**config.mk**
```make
export PLATFORM = sky130hd
export DESIGN_NAME = lfu_cache_table_unit
export DESIGN_NICKNAME = d
export VERILOG_FILES = /design/src/lfu_pkg.sv /design/src/lfu_slot_store.sv /design/src/lfu_scan_unit.sv /design/src/lfu_cache_table_unit.sv
export VERILOG_INCLUDE_DIRS = /design/src /design/src/src
export SDC_FILE = /design/constraint.sdc
export NUM_CORES = 2
export LEC_CHECK = 0
export ABC_AREA = 1
export BUFFER_PORTS_ARGS = -buffer_cell sky130_fd_sc_hd__buf_4
export CORE_MARGIN = 8
export CORE_UTILIZATION = 42
export CTS_CLUSTER_DIAMETER = 200
export CTS_CLUSTER_SIZE = 24
export DETAILED_ROUTE_END_ITERATION = 7
export PLACE_DENSITY = 0.53
export REMOVE_ABC_BUFFERS = 1
export SETUP_SLACK_MARGIN = 0.4
export SYNTH_ARGS = -nofsm -noshare
export SYNTH_HDL_FRONTEND = slang
export SYNTH_HIERARCHICAL = 1
export SYNTH_SLANG_ARGS = --single-unit
```
**constraint.sdc**
```tcl
create_clock -name clk -period 25.6 [get_ports clk]
set_input_delay 0 -clock clk [delete_from_list [all_inputs] [get_ports clk]]
set_output_delay 0 -clock clk [all_outputs]
set_load 0.02 [all_outputs]
```
**src/assert_macros.svh**
```systemverilog
`ifndef ASSERT_MACROS_SVH
`define ASSERT_MACROS_SVH

// Both macros sample on the rising edge of clk and are off while arst_n is low.
`define LFU_ASSERT_IMP(label, ante, cons, msg) \
	label: assert property (@(posedge clk) disable iff (!arst_n) (ante) |-> (cons)) \
		else $error(msg);

`define LFU_ASSERT_NEXT(label, ante, cons, msg) \
	label: assert property (@(posedge clk) disable iff (!arst_n) (ante) |=> (cons)) \
		else $error(msg);

`endif

```
**src/lfu_pkg.sv**
```systemverilog
package lfu_pkg;

	localparam int ENTRIES    = 16;
	localparam int COUNT_BITS = 16;
	localparam int IDX_W      = (ENTRIES > 1) ? $clog2(ENTRIES) : 1;
	localparam int OCC_W      = $clog2(ENTRIES + 1);
	localparam int CAP_W      = 5;
	localparam int KEY_W      = 32;
	localparam int DATA_W     = 32;

	typedef logic [IDX_W-1:0]      idx_t;
	typedef logic [OCC_W-1:0]      occ_t;
	typedef logic [COUNT_BITS-1:0] count_t;
	typedef logic [CAP_W-1:0]      cap_t;
	typedef logic [KEY_W-1:0]      key_t;
	typedef logic signed [DATA_W-1:0] data_t;

	localparam logic  OP_GET    = 1'b0;
	localparam logic  OP_PUT    = 1'b1;
	localparam cap_t  CAP_RESET = 5'd16;
	localparam data_t RD_MISS   = -32'sd1;

	typedef struct packed {
		logic  op;
		key_t  key;
		data_t value;
	} in_t;

	typedef struct packed {
		logic  hit;
		data_t read_value;
		logic  evicted;
		key_t  evicted_key;
	} out_t;

	typedef struct packed {
		logic   valid;
		key_t   key;
		data_t  data;
		count_t count;
		idx_t   rank;
	} entry_t;

	typedef struct packed {
		logic   en;
		logic   set_valid;
		idx_t   tgt;
		logic   age_all;
		idx_t   age_limit;
		key_t   key;
		logic   set_data;
		data_t  data;
		count_t count;
	} wr_cmd_t;

	typedef struct packed {
		logic   found;
		idx_t   found_idx;
		data_t  found_data;
		count_t found_count;
		idx_t   found_rank;
		logic   free_found;
		idx_t   free_idx;
		occ_t   used;
		logic   victim_found;
		idx_t   victim_idx;
		key_t   victim_key;
		count_t victim_count;
		idx_t   victim_rank;
	} scan_res_t;

	typedef enum logic [2:0] {
		ST_IDLE   = 3'b001,
		ST_SCAN   = 3'b010,
		ST_UPDATE = 3'b100
	} state_t;

	function automatic occ_t sat_cap(input cap_t c);
		if (int'(c) > ENTRIES) begin
			return occ_t'(ENTRIES);
		end
		return occ_t'(c);
	endfunction

endpackage

```
**src/lfu_slot_store.sv**
```systemverilog
module lfu_slot_store (
	input  logic              clk,
	input  logic              arst_n,
	input  lfu_pkg::idx_t     rd_idx,
	input  lfu_pkg::wr_cmd_t  cmd,
	output lfu_pkg::entry_t   rd_entry
);

	logic [lfu_pkg::ENTRIES-1:0] valid_q;
	lfu_pkg::key_t   key_q   [lfu_pkg::ENTRIES];
	lfu_pkg::data_t  data_q  [lfu_pkg::ENTRIES];
	lfu_pkg::count_t count_q [lfu_pkg::ENTRIES];
	lfu_pkg::idx_t   rank_q  [lfu_pkg::ENTRIES];

	always_ff @(posedge clk or negedge arst_n) begin
		if (!arst_n) begin
			valid_q <= '0;
		end else if (cmd.en && cmd.set_valid) begin
			valid_q[cmd.tgt] <= 1'b1;
		end
	end

	// Entries newer than the limit (all on age_all) age by one; the target is newest.
	always_ff @(posedge clk) begin
		if (cmd.en) begin
			key_q[cmd.tgt]   <= cmd.key;
			count_q[cmd.tgt] <= cmd.count;
			rank_q[cmd.tgt]  <= '0;
			if (cmd.set_data) begin
				data_q[cmd.tgt] <= cmd.data;
			end
			for (int i = 0; i < lfu_pkg::ENTRIES; i++) begin
				if (valid_q[i] && (lfu_pkg::idx_t'(i) != cmd.tgt) &&
				    (cmd.age_all || (rank_q[i] < cmd.age_limit))) begin
					rank_q[i] <= lfu_pkg::idx_t'(rank_q[i] + 1'b1);
				end
			end
		end
	end

	assign rd_entry = '{
		valid: valid_q[rd_idx],
		key:   key_q[rd_idx],
		data:  data_q[rd_idx],
		count: count_q[rd_idx],
		rank:  rank_q[rd_idx]
	};

endmodule

```
**src/lfu_scan_unit.sv**
```systemverilog
module lfu_scan_unit (
	input  logic                clk,
	input  logic                arst_n,
	input  logic                clear,
	input  logic                step,
	input  lfu_pkg::idx_t       idx,
	input  lfu_pkg::entry_t     entry,
	input  lfu_pkg::key_t       key,
	output lfu_pkg::scan_res_t  res
);

	lfu_pkg::scan_res_t res_q;
	lfu_pkg::scan_res_t res_nxt;
	logic               lower;
	logic               older_tie;

	assign lower     = entry.count < res_q.victim_count;
	assign older_tie = (entry.count == res_q.victim_count) && (entry.rank > res_q.victim_rank);

	always_comb begin
		res_nxt = res_q;
		if (entry.valid) begin
			res_nxt.used = lfu_pkg::occ_t'(res_q.used + 1'b1);
			if (!res_q.found && (entry.key == key)) begin
				res_nxt.found       = 1'b1;
				res_nxt.found_idx   = idx;
				res_nxt.found_data  = entry.data;
				res_nxt.found_count = entry.count;
				res_nxt.found_rank  = entry.rank;
			end
			if (!res_q.victim_found || lower || older_tie) begin
				res_nxt.victim_found = 1'b1;
				res_nxt.victim_idx   = idx;
				res_nxt.victim_key   = entry.key;
				res_nxt.victim_count = entry.count;
				res_nxt.victim_rank  = entry.rank;
			end
		end else if (!res_q.free_found) begin
			res_nxt.free_found = 1'b1;
			res_nxt.free_idx   = idx;
		end
	end

	always_ff @(posedge clk or negedge arst_n) begin
		if (!arst_n) begin
			res_q <= '0;
		end else if (clear) begin
			res_q <= '0;
		end else if (step) begin
			res_q <= res_nxt;
		end
	end

	assign res = res_q;

endmodule

```
**src/lfu_cache_table_unit.sv**
```systemverilog
// Each transaction runs a scan that reads one slot per cycle, every slot in order, through
// the shared key and count compare unit, then a table update that is held while the
// previous result has not yet been taken. A new transaction is accepted only once the
// table update is done.
// Reset: asynchronous, active low; all slots become empty and capacity returns to 16.
`include "assert_macros.svh"

module lfu_cache_table_unit (
	input  logic                 clk,
	input  logic                 arst_n,
	input  logic                 in_valid,
	output logic                 in_ready,
	input  lfu_pkg::in_t         in_data,
	output logic                 out_valid,
	input  logic                 out_ready,
	output lfu_pkg::out_t        out_data,
	input  logic                 cfg_we,
	input  lfu_pkg::cap_t        cfg_wdata
);

	lfu_pkg::state_t    state_q;
	lfu_pkg::idx_t      scan_idx_q;
	lfu_pkg::in_t       req_q;
	lfu_pkg::cap_t      cap_q;
	logic               out_valid_q;
	lfu_pkg::out_t      out_q;

	lfu_pkg::entry_t    rd_entry;
	lfu_pkg::scan_res_t sr;
	lfu_pkg::wr_cmd_t   slot_cmd;
	lfu_pkg::out_t      result;
	lfu_pkg::occ_t      cap_eff;
	lfu_pkg::count_t    bumped_count;
	logic               in_accept;
	logic               commit;
	logic               cap_zero;
	logic               is_put;
	logic               need_evict;

	assign in_ready  = (state_q == lfu_pkg::ST_IDLE);
	assign in_accept = in_valid && in_ready;
	assign commit    = (state_q == lfu_pkg::ST_UPDATE) && (!out_valid_q || out_ready);

	assign cap_eff      = lfu_pkg::sat_cap(cap_q);
	assign cap_zero     = (cap_eff == '0);
	assign is_put       = (req_q.op == lfu_pkg::OP_PUT);
	assign need_evict   = !sr.found && ((sr.used >= cap_eff) || !sr.free_found);
	assign bumped_count = (sr.found_count == '1) ? sr.found_count :
	                      lfu_pkg::count_t'(sr.found_count + 1'b1);

	lfu_slot_store u_store (
		.clk      (clk),
		.arst_n   (arst_n),
		.rd_idx   (scan_idx_q),
		.cmd      (slot_cmd),
		.rd_entry (rd_entry)
	);

	lfu_scan_unit u_scan (
		.clk    (clk),
		.arst_n (arst_n),
		.clear  (in_accept),
		.step   (state_q == lfu_pkg::ST_SCAN),
		.idx    (scan_idx_q),
		.entry  (rd_entry),
		.key    (req_q.key),
		.res    (sr)
	);

	always_comb begin
		slot_cmd = '0;
		slot_cmd.key  = req_q.key;
		slot_cmd.data = req_q.value;
		if (sr.found && !cap_zero) begin
			slot_cmd.en        = commit;
			slot_cmd.tgt       = sr.found_idx;
			slot_cmd.age_limit = sr.found_rank;
			slot_cmd.set_data  = is_put;
			slot_cmd.count     = bumped_count;
		end else if (is_put && !cap_zero) begin
			slot_cmd.en        = commit;
			slot_cmd.set_valid = 1'b1;
			slot_cmd.tgt       = need_evict ? sr.victim_idx : sr.free_idx;
			slot_cmd.age_all   = !need_evict;
			slot_cmd.age_limit = sr.victim_rank;
			slot_cmd.set_data  = 1'b1;
			slot_cmd.count     = lfu_pkg::count_t'(1);
		end
	end

	always_comb begin
		result.hit         = sr.found;
		result.read_value  = (!is_put && sr.found) ? sr.found_data : lfu_pkg::RD_MISS;
		result.evicted     = is_put && !cap_zero && need_evict;
		result.evicted_key = result.evicted ? sr.victim_key : '0;
	end

	always_ff @(posedge clk or negedge arst_n) begin
		if (!arst_n) begin
			state_q    <= lfu_pkg::ST_IDLE;
			scan_idx_q <= '0;
			cap_q      <= lfu_pkg::CAP_RESET;
		end else begin
			if (cfg_we) begin
				cap_q <= cfg_wdata;
			end
			case (state_q)
				lfu_pkg::ST_IDLE: begin
					if (in_accept) begin
						state_q    <= lfu_pkg::ST_SCAN;
						scan_idx_q <= '0;
					end
				end
				lfu_pkg::ST_SCAN: begin
					scan_idx_q <= lfu_pkg::idx_t'(scan_idx_q + 1'b1);
					if (scan_idx_q == lfu_pkg::idx_t'(lfu_pkg::ENTRIES - 1)) begin
						state_q <= lfu_pkg::ST_UPDATE;
					end
				end
				lfu_pkg::ST_UPDATE: begin
					if (commit) begin
						state_q <= lfu_pkg::ST_IDLE;
					end
				end
				default: begin
					state_q <= lfu_pkg::ST_IDLE;
				end
			endcase
		end
	end

	always_ff @(posedge clk) begin
		if (in_accept) begin
			req_q <= in_data;
		end
		if (commit) begin
			out_q <= result;
		end
	end

	always_ff @(posedge clk or negedge arst_n) begin
		if (!arst_n) begin
			out_valid_q <= 1'b0;
		end else if (commit) begin
			out_valid_q <= 1'b1;
		end else if (out_ready) begin
			out_valid_q <= 1'b0;
		end
	end

	assign out_valid = out_valid_q;
	assign out_data  = out_q;

	`LFU_ASSERT_NEXT(a_scan_start, in_valid && in_ready, (state_q == lfu_pkg::ST_SCAN) && (scan_idx_q == '0), "scan did not start at slot zero")
	`LFU_ASSERT_IMP(a_out_from_update, $rose(out_valid), $past(state_q == lfu_pkg::ST_UPDATE), "result appeared without a table update")
	`LFU_ASSERT_IMP(a_evict_on_put_miss, out_valid && out_data.evicted, !out_data.hit && (out_data.read_value == lfu_pkg::RD_MISS), "eviction reported on a hit or a get")

endmodule
```
==> reports/results.ini <==
[status]
status=completed

[setup_path]
critical_path_required_ns=26.24
crit_path_max_fanout=186
r2r-start=scan_idx_q[0]
startpoint_type=flip-flop
cp-end-kind=flip-flop
arrival_ns=7.72
crit_type=flip-flop to flip-flop
r2r_slack_ns=18.52
reg2regPathDepth=20
regToRegEndpoint=u_scan/res[115]

[yosys]
synth_top_area_share=0.626
yosysMostFrequentCell=nand2_1
syn_area_per_cell_um2=10.5
yosysSeqAreaShare=0.681
netlist_top_cells_count=nand2_1, edfxtp_1, nand3_1
synth.area.top_cells=edfxtp_1, nand2_1, nand3_1
synth_top_cell_by_area=edfxtp_1
netlist_area_um2=70700
synth-async-reset-ratio=0.0940
ys_types=47
syn_inst=6736
ys_warn_count=6
synth_seq_cells=1628
synth_flop_cell=edfxtp_1
synth_edf_count=1475

[finish]
nets=7003
areaGrowthSynthToFinish_pct=9.71
drive_gt1_frac=0.0665

[drt]
dr.pass1.iters=5
via_count=46800
wire_per_inst_um=21.7
drtIter0Drc=4108
wirelength_um=197000
via_per_inst=5.14
ant_nets=0
drcViolationCount=0

[clock_tree]
cts_hold_buf=139
htree_levels=3
clk_pin_slew_ns=0.10
cts.sinks=1628
cts_resized=0
clk_latency_ns=0.72
post_cts_buffers=0
clockRootBuffer=clkbuf_16
cts_buffer_depth=3
numCtsBuffers=77
cts_tree=done

[global_route]
antenna_found_initial=2
grt_overflow_total=0
grt_pass1_vias=45300
grt_max_degree=187
gr-usage-all-layers=0.213
grt_pass1_wl_um=294000

[timing]
rsz0062_at_grt=false
worstMarginPinSlew_ns=1.45
finalSetupViolCount=0
max_slew_margin=0.0311
skew_ns=0.0329
hold_viol=0
final_max_slew_viol_count=0
setup_tns_ns=0
fin_crit_sh=0.277
fin_ws_ns=18.52
fmax_mhz=141
min_period_ns=7.08

[hold_path]
hold_start=in_data[23]
hold_depth=2
min_to=req_q[23]
hp-class=primary input to flip-flop

[flow_run]
max_cap_violations=0

[power_and_ir_drop]
p_per_area_nw_per_um2=89.6
p_leak_uw=0.0307
power_uw=6950
peakVddDrop_uv=80.9

[die]
fp.dieW_um=426
die_y_um=426
dieArea_um2=182000
start_util=0.423
ios=143
rows=150
coreArea_um2=167000

[placement]
portBuffers=142
dp_slack_ns=18.56
dp_hpwl_um=99100
place.gp.congestion=0.805

==> report_power, final <==
group / switching (µW) / leakage [µW] / internal, µW / total, µW
clock network: 846 / 0.00108 / 599 / 1450
registers: 183 / 0.0153 / 3070 / 3250
logic: 1610 / 0.0143 / 640 / 2250
==> registers in the layout, indices dropped and copies added (netlist names) <==
register	count
out_valid	1
u_store/rank_q	64
u_store/key_q	512
u_store/valid_q	16
u_store/data_q	512
cap_q	5
out_data	66
req_q	64
u_store/count_q	256
state_q	3
u_scan/res	124
scan_idx_q	4
is_put	1
==> metrics by stage <==
stage / util / cell area, µm² / instances / hold slack (ns)
after floorplan: - / 69100 / 6395 / -0.296
final: 0.464 / 77600 / 9103 / 0.0568
after CTS: 0.464 / 77600 / 9102 / 0.00157
after global placement: 0.442 / 73900 / 8822 / 0.0526
after detailed placement: 0.442 / 73900 / 8822 / 0.0551
after global routing: 0.464 / 77600 / 9102 / 0.00823
==> critical path, cell delays in order (launching register included) <==
cell and delay [ns]:
dfrtp_4 1.04, buf_4 0.72, buf_4 0.83, buf_12 0.62, nor2_1 0.11, nor2_1 0.11, o21ai_0 0.10, nand3_1 0.11
nand3_1 0.11, nand2_1 0.16, nand2_1 0.06, inv_1 0.07, nor2_1 0.04, nor2_1 0.36, nand2_1 0.11, nor2_1 0.19
nand3_1 0.15, nor2_4 0.65, buf_4 0.73, nand3_1 0.16, nand2_1 0.11
==> logic make-up (layout without fill, tap and decap cells) <==
group                    Yosys count  in the layout  synth area share
AND/OR/NAND/NOR                 3883           3883             0.229
other                              0              1                 0
adder cells (fa/ha/maj)           92             92            0.0163
multiplexers                       7              7           0.00111
XOR/XNOR                          38             38           0.00471
AO/OA/AOI/OAI                    252            252            0.0189
buffers and inverters            836            998            0.0497
flip-flops                      1628           1628             0.681
==> per-layer routing <==
layer,share of wire,vias to the layer above,global-route usage
met5,0,-,0
met4,0.024,0,0.0470
met3,0.040,192,0.0202
met2,0.50,1039,0.380
met1,0.44,23100,0.283
li1,-,22500,-
==> cell usage in the layout (no fill, tap or decap), types with 6 or more instances in the layout <==
master         netlist  routed
o211ai_1            13      13
nor3_1              20      20
xnor2_1             20      20
xor2_1              18      18
clkbuf_1           153      56
nand2_1           2479    2476
clkbuf_16            0      78
inv_2               10       9
nor2_1             495     461
ha_1                92      92
dlygate4sd3_1        0     138
buf_4               24     219
edfxtp_1          1475    1475
inv_6                0       6
a21oi_1             38      38
nand4_1              9       9
nand3_2             31      31
nor2_4              32      68
mux2_2               7       7
nand3_1            793     793
inv_1              481     477
dfrtp_1            151     147
o21ai_0            183     183
==> how the worst max path moves through the flow <==
stage	slack [ns]	from	endpoint
after floorplan	-0.95	scan_idx_q[0]	u_scan/res[0]
after global placement	18.60	scan_idx_q[0]	u_scan/res[115]
after detailed placement	18.56	scan_idx_q[0]	u_scan/res[115]
after CTS	18.49	scan_idx_q[0]	u_scan/res[115]
after global routing	18.04	scan_idx_q[0]	u_scan/res[45]
final	18.52	scan_idx_q[0]	u_scan/res[115]
==> layout make-up <==
| cell class | count | area (µm²) |
|---|---|---|
| diodes | 1 | 2.50 |
| repair buffers | 362 | 3130 |
| clock inverters | 7 | 133 |
| inverters | 495 | 1910 |
| fillers | 15400 | 89700 |
| clock buffers | 134 | 2160 |
| well taps | 2204 | 2760 |
| flip-flops and latches | 1628 | 48100 |
| multi-input cells | 4272 | 19300 |
Note: power is estimated with default switching activity, not from simulation.
